<file path="src/hdl/psrl_ram.sv">
module psrl_ram #(
  parameter int WIDTH = 8,
  parameter int DEPTH = 16,
  localparam int AW = $clog2(DEPTH)
) (
  input  logic             clk,
  input  logic             we,
  input  logic [AW-1:0]    waddr,
  input  logic [WIDTH-1:0] wdata,
  input  logic             re,
  input  logic [AW-1:0]    raddr,
  output logic [WIDTH-1:0] rdata
);

  logic [WIDTH-1:0] mem [DEPTH];

  always_ff @(posedge clk) begin
    if (we) begin
      mem[waddr] <= wdata;
    end
  end

  always_ff @(posedge clk) begin
    if (re) begin
      rdata <= mem[raddr];
    end
  end

endmodule

</file>
<file path="config.mk">
export PLATFORM = sky130hd
export DESIGN_NAME = psrl_ram
export DESIGN_NICKNAME = d
export VERILOG_FILES = /design/src/hdl/psrl_ram.sv
export SDC_FILE = /design/constraint.sdc
export NUM_CORES = 1
export LEC_CHECK = 0
export ABC_AREA = 1
export BUFFER_PORTS_ARGS = -buffer_cell sky130_fd_sc_hd__buf_4
export CORE_MARGIN = 2
export CORE_UTILIZATION = 60
export DETAILED_ROUTE_END_ITERATION = 8
export PLACE_DENSITY = 0.76
export SLEW_MARGIN = 10
export SYNTH_ARGS = -nofsm -noshare
export SYNTH_HDL_FRONTEND = slang
export SYNTH_SLANG_ARGS = --single-unit
</file>
<file path="constraint.sdc">
create_clock -name clk -period 1.9 [get_ports clk]
set_input_delay 0.19 -clock clk [delete_from_list [all_inputs] [get_ports clk]]
set_output_delay 0.19 -clock clk [all_outputs]
set_load 0.01 [all_outputs]
</file>
# Word level (Yosys, flattened, before mapping)
# Memory sizes are Yosys's and may differ from the RTL's. A register that Yosys moved wholly into a read port is not among the register bits.
# Cells that the tools add are included.
# Widths: inputs -> output; s select.
# op_classes
add_sub_neg	0
bitwise	0
reduce_logical	0
n_div	0
shifts	0
n_eq_ne	0
muxes	2
n_lt_le_gt_ge	0
multipliers	0
# ops
op	n
$mux 1	2
# totals
latch_bits	0
mem_bits_rw	128
inputBits	19
reg_bits	0
mem_bits_ro	0
word_cells	3
output_inout_bits	8
n_memories	1
# memory_table
memory	words	width	rd	rd_ports_with_merged_regs	wr	line_no	text
mem	16	8	1	1	1	15	logic [WIDTH-1:0] mem [DEPTH];

# Longest topological paths before layout
# Gate-level depths: netlist (run 1).
# logic_depth
ltp_word	2
mapped_depth	8
depth_no_buf	7

# Least setup slack after synthesis (run 1)
# No wires, ideal clock.
# synth_timing
path_kind	input -> register
start	in waddr[2]
end	mem mem[10][0], enable pin
arrival_time_ns	0.771
required_ns	1.530
setup_slack_ns	0.759
setup_time_ns	0.370
path_buffers	0
path_stages	2
cell_sequence	nand3b_1 nor2_1
# synth_lines
element	line_no	text
from (decl)	8	input logic [AW-1:0] waddr,
to (decl)	15	
# No word-level cell before the write port.

# Worst setup path in the final report (run 1)
# layout_timing
start	reg rdata[2] (read register of mem)
end	out rdata[2]
# layout_lines
element	line_no	text
from (decl)	12	output logic [WIDTH-1:0] rdata
# No word-level cell between the ends.

==> flow_summary.json, run 1 <==
{
  "outcome": "finished, final reports clean",
  "synth_edf_count": 136,
  "final-hold-violation-count": 0,
  "antenna_found_initial": 0,
  "final_antenna_net_count": 0,
  "ctsResizeCount": 0,
  "viasPerCell": 5.280,
  "drt-total-wl_mm": 12.60,
  "track_usage_pct": 26.16,
  "num_rows": 36,
  "vdd_drop_max_uv": 772.8,
  "num-nets-final": 615,
  "dpl.cell_count": 707,
  "htreeDepth": 4,
  "final-setup-viol-count": 0,
  "synth_cell_type_count": 11,
  "worst_slew_pin_slew_ps": 656.2,
  "syn_inst": 551,
  "post_cts_buffers": 0,
  "path_cells": "buf_4",
  "root_buffer": "clkbuf_8",
  "netlist_area_sq_um": 5847,
  "die_width_microns": 102.7,
  "finalPower_mw": 6.755,
  "die_area_sq_um": 10550,
  "crit_fanout": 1,
  "p_leak_nw": 2.936,
  "drtIter0Drc": 297,
  "cts_tree": "built",
  "synth_seq_cells": 136,
  "finalNonFillerCells": 742,
  "place_congestion": 0.8430,
  "worstSetupStartpointType": "register",
  "synth_fp_nets": 570,
  "stdcell_area_sq_um": 6758,
  "grt_pass1_vias": 3696,
  "num_vias": 3918,
  "clock_sinks": 136,
  "synth_area_per_cell_sq_um": 10.61,
  "grt_first_pass_wirelength_mm": 19.47,
  "diodes": 0,
  "drv_slew": 0,
  "grt_max_degree": 38,
  "area_growth_pct": 15.58,
  "synth-main-ff-cell": "edfxtp_1",
  "cts.reportedPaths.clkPinSlew_ps": 60,
  "drt-wirelength-per-cell_microns": 16.98,
  "drive_gt1_share_pct": 12.97,
  "cpPeakStageDelay_ps": 420,
  "seq_area_frac_synth_pct": 69.85,
  "yosys-top-cells-area": "edfxtp_1 (70%), nand2_1 (11%), nand3_1 (8.3%), inv_1 (6.4%), buf_6 (1.2%)",
  "crit_path_end_kind": "primary output",
  "drc_errors": 0,
  "synth.most_common_cell": "nand2_1",
  "yosys_warnings": 0,
  "num-fill-cells": 699,
  "synth_top_area_share_pct": 69.85,
  "placed_area_sq_um": 6200,
  "setup-tns-final_ps": 0,
  "crit_buf_inv": 1,
  "port_buffers": 26,
  "cp_top_family": "flip-flops",
  "yosys-top-cells-count": "nand2_1 (173), edfxtp_1 (136), inv_1 (100), nand3_1 (97), nor2_1 (17)",
  "fmax_mhz": 760.4,
  "initial_utilization_pct": 60.94,
  "skew_ps": 6.855,
  "rsz0062_at_grt": "false",
  "p_per_area_nw_per_um2": 999.6,
  "arrival_ps": 1130,
  "crit_slowest_cell": "edfxtp_1",
  "insertion_delay_ps": 530,
  "io_pins": 27,
  "die_y_microns": 102.7,
  "numCtsBuffers": 17,
  "dr.pass1.iters": 5,
  "async_reset_ff_share_pct": 0,
  "fin_crit_ps": 1315,
  "dp_hpwl_mm": 7.557,
  "holdCritPathClass": "primary input to register",
  "core_sq_um": 9594,
  "min_period_over_period_pct": 69.21,
  "clockBufferDepth": 2,
  "grt_overflow_total": 0,
  "drv_cap": 0,
  "yosys.area.top_type": "edfxtp_1",
  "crit_required_ps": 1710,
  "slew_headroom_pct": 56.19,
  "path_class": "register to primary output"
}
[final cells by class]
type / instances / area (sq um) / share of cell area [%]
Clock buffer: 18 / 417.9 / 6.184
Clock inverter: 14 / 110.1 / 1.629
Inverter: 102 / 382.9 / 5.666
Multi-Input combinational cell: 289 / 1214 / 17.96
Sequential cell: 136 / 4084 / 60.43
Tap cell: 133 / 166.4 / 2.463
Timing Repair Buffer: 50 / 382.9 / 5.666
[worst paths after layout]
check	slack, ps	start	depth (start not counted)	end
setup reg to reg	660	mem[6][3]	6	rdata[3]
hold reg to reg	760	mem[15][6]	6	rdata[6]
setup / recovery	580	rdata[2]	1	rdata[2]
hold / removal	9	wdata[1]	1	mem[2][1]
[cells by family after synthesis]
group,after synthesis,share of synthesized area [%]
buffers and inverters,126,9.394
and+or+nand+nor,289,20.76
DFF,136,69.85
[power by group]
| group | switching (mW) | total, mW | leakage (nW) | internal, mW |
|---|---|---|---|---|
| clock | 1.22 | 2.93 | 0.261 | 1.71 |
| combinational | 0.289 | 0.425 | 1.44 | 0.136 |
| sequential | 0.0211 | 3.40 | 1.24 | 3.38 |
| total | 1.53 | 6.76 | 2.94 | 5.23 |
[layer usage]
layer  GRT usage, %  wire (microns)  up-vias
li1               -               -     1875
met1          34.33            5033     1843
met2          41.23            6143      168
met3          7.186            1055       32
met4          11.79             368        0
met5              0               0        -
[cells in the final DEF (no fill, tap or decap), types with 2 or more instances in the layout]
cell type      synthesis  routed
buf_4                  4      47
clkbuf_16              0      16
clkinv_2               0       7
clkinv_4               0       3
clkinvlp_4             0       2
dlygate4sd3_1          0       3
edfxtp_1             136     136
inv_1                100     100
inv_2                  2       2
nand2_1              173     173
nand3_1               97      97
nand3b_1               2       2
nor2_1                17      17
[repair_timing]
item	in CTS	in global routing
endpoints found under the hold margin	40	0
hold buffers	3	0
endpoints found under the setup margin	0	0
[sequential cells by signal (all words and copies together) (netlist names)]
signal	count
mem	128
rdata	8
[per-stage QoR]
| step | utilization (%) | hold WS (ps) | setup slack [ps] |
|---|---|---|---|
| after floorplan | - | 288.9 | 759.2 |
| after global placement | 64.62 | 491.9 | 374.8 |
| after detailed placement | 64.62 | 492.7 | 328.2 |
| after CTS | 70.44 | 3.200 | 572.5 |
| after global routing | 70.44 | 4.345 | 554.3 |
| final | 70.44 | 8.879 | 584.9 |
Note: power is estimated with default switching activity, not from simulation.
==> run 2: changes to the inputs <==
--- a/config.mk
+++ b/config.mk
@@ -5,7 +5,7 @@
 export SDC_FILE = /design/constraint.sdc
 export NUM_CORES = 1
 export LEC_CHECK = 0
-export ABC_AREA = 1
+export ABC_AREA = 0
 export BUFFER_PORTS_ARGS = -buffer_cell sky130_fd_sc_hd__buf_4
 export CORE_MARGIN = 2
 export CORE_UTILIZATION = 60
==> constraint.sdc (replaced) <==
create_clock -name clk -period 1.3 [get_ports clk]
set_input_delay 0.13 -clock clk [delete_from_list [all_inputs] [get_ports clk]]
set_output_delay 0.13 -clock clk [all_outputs]
set_load 0.01 [all_outputs]
==> run 2 against run 1 <==
Compared with the run above:
- the flow now finishes with violations (setup timing)
- synthesized cell count shrank 58%
- via count shrank 35%
- sequential power grew 46%
- register-to-register slack lost 810 ps
- largest cell class unchanged
==> flow_summary.json, run 2 <==
{
  "dpl.cell_count": 381,
  "yosys-top-cells-count": "edfxtp_1 (136), mux4_2 (18), a22oi_1 (16), mux4_1 (14), nor2_1 (13)",
  "clock_sinks": 136,
  "synth_top_area_share_pct": 78.12,
  "cts.reportedPaths.clkPinSlew_ps": 60,
  "p_per_area_nw_per_um2": 1574,
  "yosys-top-cells-area": "edfxtp_1 (78%), mux4_2 (7.8%), mux4_1 (7.0%), a22oi_1 (2.3%), nor2_1 (0.93%)",
  "initial_utilization_pct": 60.83,
  "dp_hpwl_mm": 6.319,
  "multi_input_area_sq_um": 1075,
  "io_pins": 27,
  "largest_reg_flops": 128,
  "numCtsBuffers": 17,
  "num_vias": 2555,
  "diodes": 0,
  "yosys_warnings": 0,
  "post_cts_buffers": 0,
  "rsz0062_at_grt": "true",
  "muxShareOfSynthArea_pct": 14.79,
  "final_antenna_net_count": 0,
  "placed_area_sq_um": 5723,
  "fin_crit_ps": 1448,
  "core_sq_um": 8593,
  "drv_slew": 0,
  "area_growth_pct": 22.86,
  "insertion_delay_ps": 520,
  "cts_tree": "built",
  "dr.pass1.iters": 4,
  "stdcell_area_sq_um": 6422,
  "vdd_drop_max_uv": 1153,
  "synth_top_family_by_area": "multiplexers",
  "netlist_area_sq_um": 5228,
  "drt-wirelength-per-cell_microns": 24.96,
  "timing.rr.start": "mem[3][3]",
  "register_area_sq_um": 4084,
  "slew_headroom_pct": 35.63,
  "num_rows": 34,
  "drv_cap": 0,
  "async_reset_ff_share_pct": 0,
  "place_congestion": 0.7264,
  "final-hold-violation-count": 0,
  "mostFrequentLayoutCells": "edfxtp_1 (136), buf_4 (48), mux4_2 (32)",
  "synth_fp_nets": 248,
  "drc_errors": 0,
  "synth_seq_cells": 136,
  "synthSimpleGateAreaFrac_pct": 3.135,
  "port_buffers": 26,
  "arrival_ps": 1700,
  "grt_max_degree": 21,
  "seq_area_frac_synth_pct": 78.12,
  "outcome": "complete, but fails checks",
  "crit_path_end_kind": "register",
  "timing.rr.end": "rdata[3]",
  "drtIter0Drc": 280,
  "drive_gt1_share_pct": 40.58,
  "crit_start": "mem[3][3]",
  "finalPower_mw": 10.11,
  "worst_slew_pin_slew_ps": 963.6,
  "crit_required_ps": 1560,
  "synth_xor_area_share_pct": 0,
  "path_class": "register to register",
  "yosys.area.top_type": "edfxtp_1",
  "final_common_cell": "edfxtp_1",
  "htreeDepth": 4,
  "rrSetupSlack_ps": -150,
  "grt_pass1_vias": 2727,
  "antenna_found_initial": 0,
  "synth.most_common_cell": "edfxtp_1",
  "reg_top3": "mem: 128 flops, rdata: 8 flops",
  "root_buffer": "clkbuf_8",
  "finalNonFillerCells": 421,
  "violations": "setup timing",
  "synthAdderAreaFrac_pct": 0,
  "setup_ws_ps": -148.0,
  "grt_first_pass_wirelength_mm": 16.36,
  "grt_overflow_total": 0,
  "holdCritPathClass": "primary input to register",
  "min_period_over_period_pct": 111.4,
  "regMostFlops": "mem",
  "synth_cell_type_count": 18,
  "viasPerCell": 6.069,
  "reg2regPathDepth": 3,
  "num-nets-final": 320,
  "die_y_microns": 97.34,
  "crit_fanout": 1,
  "cp-endpoint": "rdata[3]",
  "synth-compound-area-share_pct": 2.298,
  "die_width_microns": 97.34,
  "syn_inst": 229,
  "fmax_mhz": 690.6,
  "skew_ps": 11.22,
  "drt-total-wl_mm": 10.51,
  "worstSetupStartpointType": "register",
  "num-fill-cells": 458,
  "track_usage_pct": 24.62,
  "synth_edf_count": 136,
  "final-setup-viol-count": 8,
  "clockBufferDepth": 2,
  "p_leak_nw": 2.159,
  "synth-main-ff-cell": "edfxtp_1",
  "die_area_sq_um": 9475,
  "synth_area_per_cell_sq_um": 22.83
}
==> run 2: how the worst min path moves through the flow <==
stage | startpoint | to | slack [ps] | cells past startpoint
2_1_floorplan | wdata[0] | mem[0][0] | 230 | 0
3_3_place_gp | wdata[0] | mem[14][0] | 440 | 1
3_5_place_dp | wdata[0] | mem[14][0] | 450 | 1
4_1_cts | waddr[0] | mem[0][4] | 110 | 3
5_1_grt | waddr[1] | mem[0][4] | 130 | 3
6_report | waddr[0] | mem[0][4] | 140 | 3
==> run 2: through the flow <==
stage	hold WS (ps)	util, %	setup slack (ps)	setup TNS, ps
3_3_place_gp	435.0	66.60	-329.9	-3865
3_5_place_dp	445.5	66.60	-349.9	-4353
6_report	136.7	74.74	-148.0	-827.8
2_1_floorplan	228.9	-	-96.15	-3175
5_1_grt	128.4	74.74	-165.8	-1101
4_1_cts	109.0	74.51	-156.2	-870.6
==> run 2: cell type report <==
class | count | share of cell area (%)
clock inverters | 10 | 2.007
flip-flops and latches | 136 | 63.59
well taps | 108 | 2.104
clock buffers | 21 | 6.682
repair buffers | 63 | 8.884
multi-input cells | 83 | 16.73
==> run 2: logic make-up after synthesis <==
kind of cell | after synthesis
multiplexers | 32
flip-flops | 136
AO/OA/AOI/OAI | 16
buffers and inverters | 10
AND/OR/NAND/NOR | 35
==> run 2: critical path, cell delays in order (launching register included) <==
cell and delay [ps]:
edfxtp_1 380, mux4_2 500, a22oi_2 240, nand2_1 70
==> run 2: report_power, final <==
part           internal (mW)  switching, mW
clock                   2.89           1.66
sequential              4.94         0.0312
combinational          0.288          0.300
total                   8.12           1.99
==> run 2: per-layer routing <==
metal / global-route usage [%] / wire [microns]
met2: 38.19 / 5462
met4: 8.226 / 184
met1: 34.03 / 4164
met3: 7.914 / 698
met5: 0 / 0
==> run 2: timing repair <==
item / 4_1_cts / 5_1_grt
pin swaps: 3 / 4
endpoints found under the hold margin: 136 / 0
gates resized for setup: 8 / 4
setup endpoints to repair: 8 / 8
hold buffers: 9 / 0
==> run 3: changes to the inputs <==
==> constraint.sdc (replaced) <==
create_clock -name clk -period 1.3 [get_ports clk]
set_input_delay 0.13 -clock clk [delete_from_list [all_inputs] [get_ports clk]]
set_output_delay 0.13 -clock clk [all_outputs]
set_load 0.1 [all_outputs]
==> run 3 against run 2 <==
Compared with the run above:
- the flow still finishes with violations (setup timing)
- utilization up 0.31 points
- final area up 0.41%
- hold slack better by 3.0 ps
- largest power group unchanged
==> flow_summary.json, run 3 (synthesis results as in run 2) <==
{
  "num-fill-cells": 459,
  "reg_top3": "mem: 128 flops, rdata: 8 flops",
  "min_period_over_period_pct": 111.5,
  "top_layer_used": "met4",
  "crit_fanout": 1,
  "timing.rr.start": "mem[3][3]",
  "die_width_microns": 97.34,
  "antenna_found_initial": 0,
  "netSwitchingPower_mw": 2.131,
  "final-hold-violation-count": 0,
  "final_antenna_net_count": 0,
  "final_common_cell": "edfxtp_1",
  "diodes": 0,
  "wl_met3_microns": 754,
  "grt_overflow_total": 0,
  "drt-total-wl_mm": 10.49,
  "crit_start": "mem[3][3]",
  "reg2regPathDepth": 3,
  "crit_required_ps": 1550,
  "num-nets-final": 320,
  "dr_wl_met2_mm": 5.428,
  "drt-met1-wl_mm": 4.098,
  "viasPerCell": 6.140,
  "p_per_area_nw_per_um2": 1591,
  "cts.reportedPaths.clkPinSlew_ps": 70,
  "area_growth_pct": 23.36,
  "drc_errors": 0,
  "port_buffers": 26,
  "drt-wirelength-per-cell_microns": 24.92,
  "drive_gt1_share_pct": 40.58,
  "clock_sinks": 136,
  "grt_max_degree": 21,
  "fin_crit_ps": 1450,
  "timing.rr.end": "rdata[3]",
  "pre_cts_slack_ps": -349.9,
  "worstSetupStartpointType": "register",
  "cp-endpoint": "rdata[3]",
  "track_usage_pct": 24.60,
  "drv_cap": 0,
  "fmax_mhz": 689.6,
  "holdCritPathClass": "primary input to register",
  "cts_tree": "built",
  "regMostFlops": "mem",
  "final-setup-viol-count": 8,
  "worst_slew_pin_slew_ps": 999.6,
  "io_pins": 27,
  "num_rows": 34,
  "vdd_drop_max_uv": 1153,
  "dr.pass1.iters": 5,
  "slew_headroom_pct": 33.12,
  "setup_ws_ps": -150.0,
  "clockBufferDepth": 2,
  "dp_hpwl_mm": 6.319,
  "setup-tns-final_ps": -829.1,
  "die_y_microns": 97.34,
  "initial_utilization_pct": 60.83,
  "root_buffer": "clkbuf_8",
  "mostFrequentLayoutCells": "edfxtp_1 (136), buf_4 (41), mux4_2 (32)",
  "rsz0062_at_grt": "true",
  "crit_path_end_kind": "register",
  "seqPwrFrac_pct": 48.5,
  "arrival_ps": 1700,
  "path_class": "register to register",
  "outcome": "complete, but fails checks",
  "drtIter0Drc": 284,
  "drv_slew": 0,
  "power_frac_clock_pct": 44.2,
  "violations": "setup timing",
  "numCtsBuffers": 17,
  "swShare_pct": 20.77,
  "largest_reg_flops": 128,
  "place_congestion": 0.7264,
  "skew_ps": 12.73,
  "p_int_mw": 8.131,
  "grt_first_pass_wirelength_mm": 16.35,
  "die_area_sq_um": 9475,
  "core_sq_um": 8593,
  "finalPower_mw": 10.26,
  "post_cts_buffers": 0,
  "num_vias": 2585,
  "p_leak_nw": 2.167,
  "htreeDepth": 4,
  "grt_pass1_vias": 2724,
  "rrSetupSlack_ps": -150,
  "power_frac_comb_pct": 7.3,
  "insertion_delay_ps": 520
}
[run 3: per-stage QoR]
stage / utilization, % / instance area, sq um / cells / hold WS [ps]
after floorplan: - / 5228 / 229 / 228.9
after global placement: 66.60 / 5723 / 381 / 435.0
after detailed placement: 66.60 / 5723 / 381 / 445.5
after CTS: 74.68 / 6417 / 421 / 109.0
after global routing: 75.04 / 6449 / 421 / 128.4
final: 75.04 / 6449 / 421 / 139.6
[run 3: how the worst min path moves through the flow]
stage	to	start	slack [ps]	cells after the start
3_5_place_dp	mem[14][0]	wdata[0]	450	1
4_1_cts	mem[0][4]	waddr[0]	110	3
5_1_grt	mem[0][4]	waddr[1]	130	3
6_report	mem[0][4]	waddr[0]	140	3
2_1_floorplan	mem[0][0]	wdata[0]	230	0
3_3_place_gp	mem[14][0]	wdata[0]	440	1
[run 3: power groups by stage]
| stage | Combinational [mW] | Clock (mW) | Sequential (mW) |
|---|---|---|---|
| finish | 0.748 | 4.54 | 4.98 |
| global route | 0.788 | 4.77 | 4.98 |
| floorplan | 0.272 | 0 | 5.21 |
| CTS | 0.737 | 4.60 | 4.98 |
| global placement | 0.671 | 0 | 5.06 |
| detailed placement | 0.683 | 0 | 5.06 |
[run 3: what timing repair did]
item | in CTS | in global routing
hold buffers | 9 | 0
gates resized for setup | 12 | 7
pin swaps | 3 | 4
endpoints found under the hold margin | 136 | 0
endpoints found under the setup margin | 12 | 14
[run 3: cell type report]
cell class,count,area [sq um],share of cell area (%)
Clock buffer,21,429.2,6.655
Clock inverter,10,128.9,1.998
Multi-Input combinational cell,83,1075,16.67
Sequential cell,136,4084,63.33
Tap cell,108,135.1,2.095
Timing Repair Buffer,63,596.8,9.255
[run 3: worst max-delay path, cell delays in order (launching register included)]
cell	delay, ps
edfxtp_1	380
mux4_2	500
a22oi_2	240
nand2_1	70
[run 3: metal layers]
metal  up-vias  track usage (%)
li1       1105                -
met1      1331            34.03
met2       131            38.19
met3        18            7.842
met4         0            8.226
met5         -                0
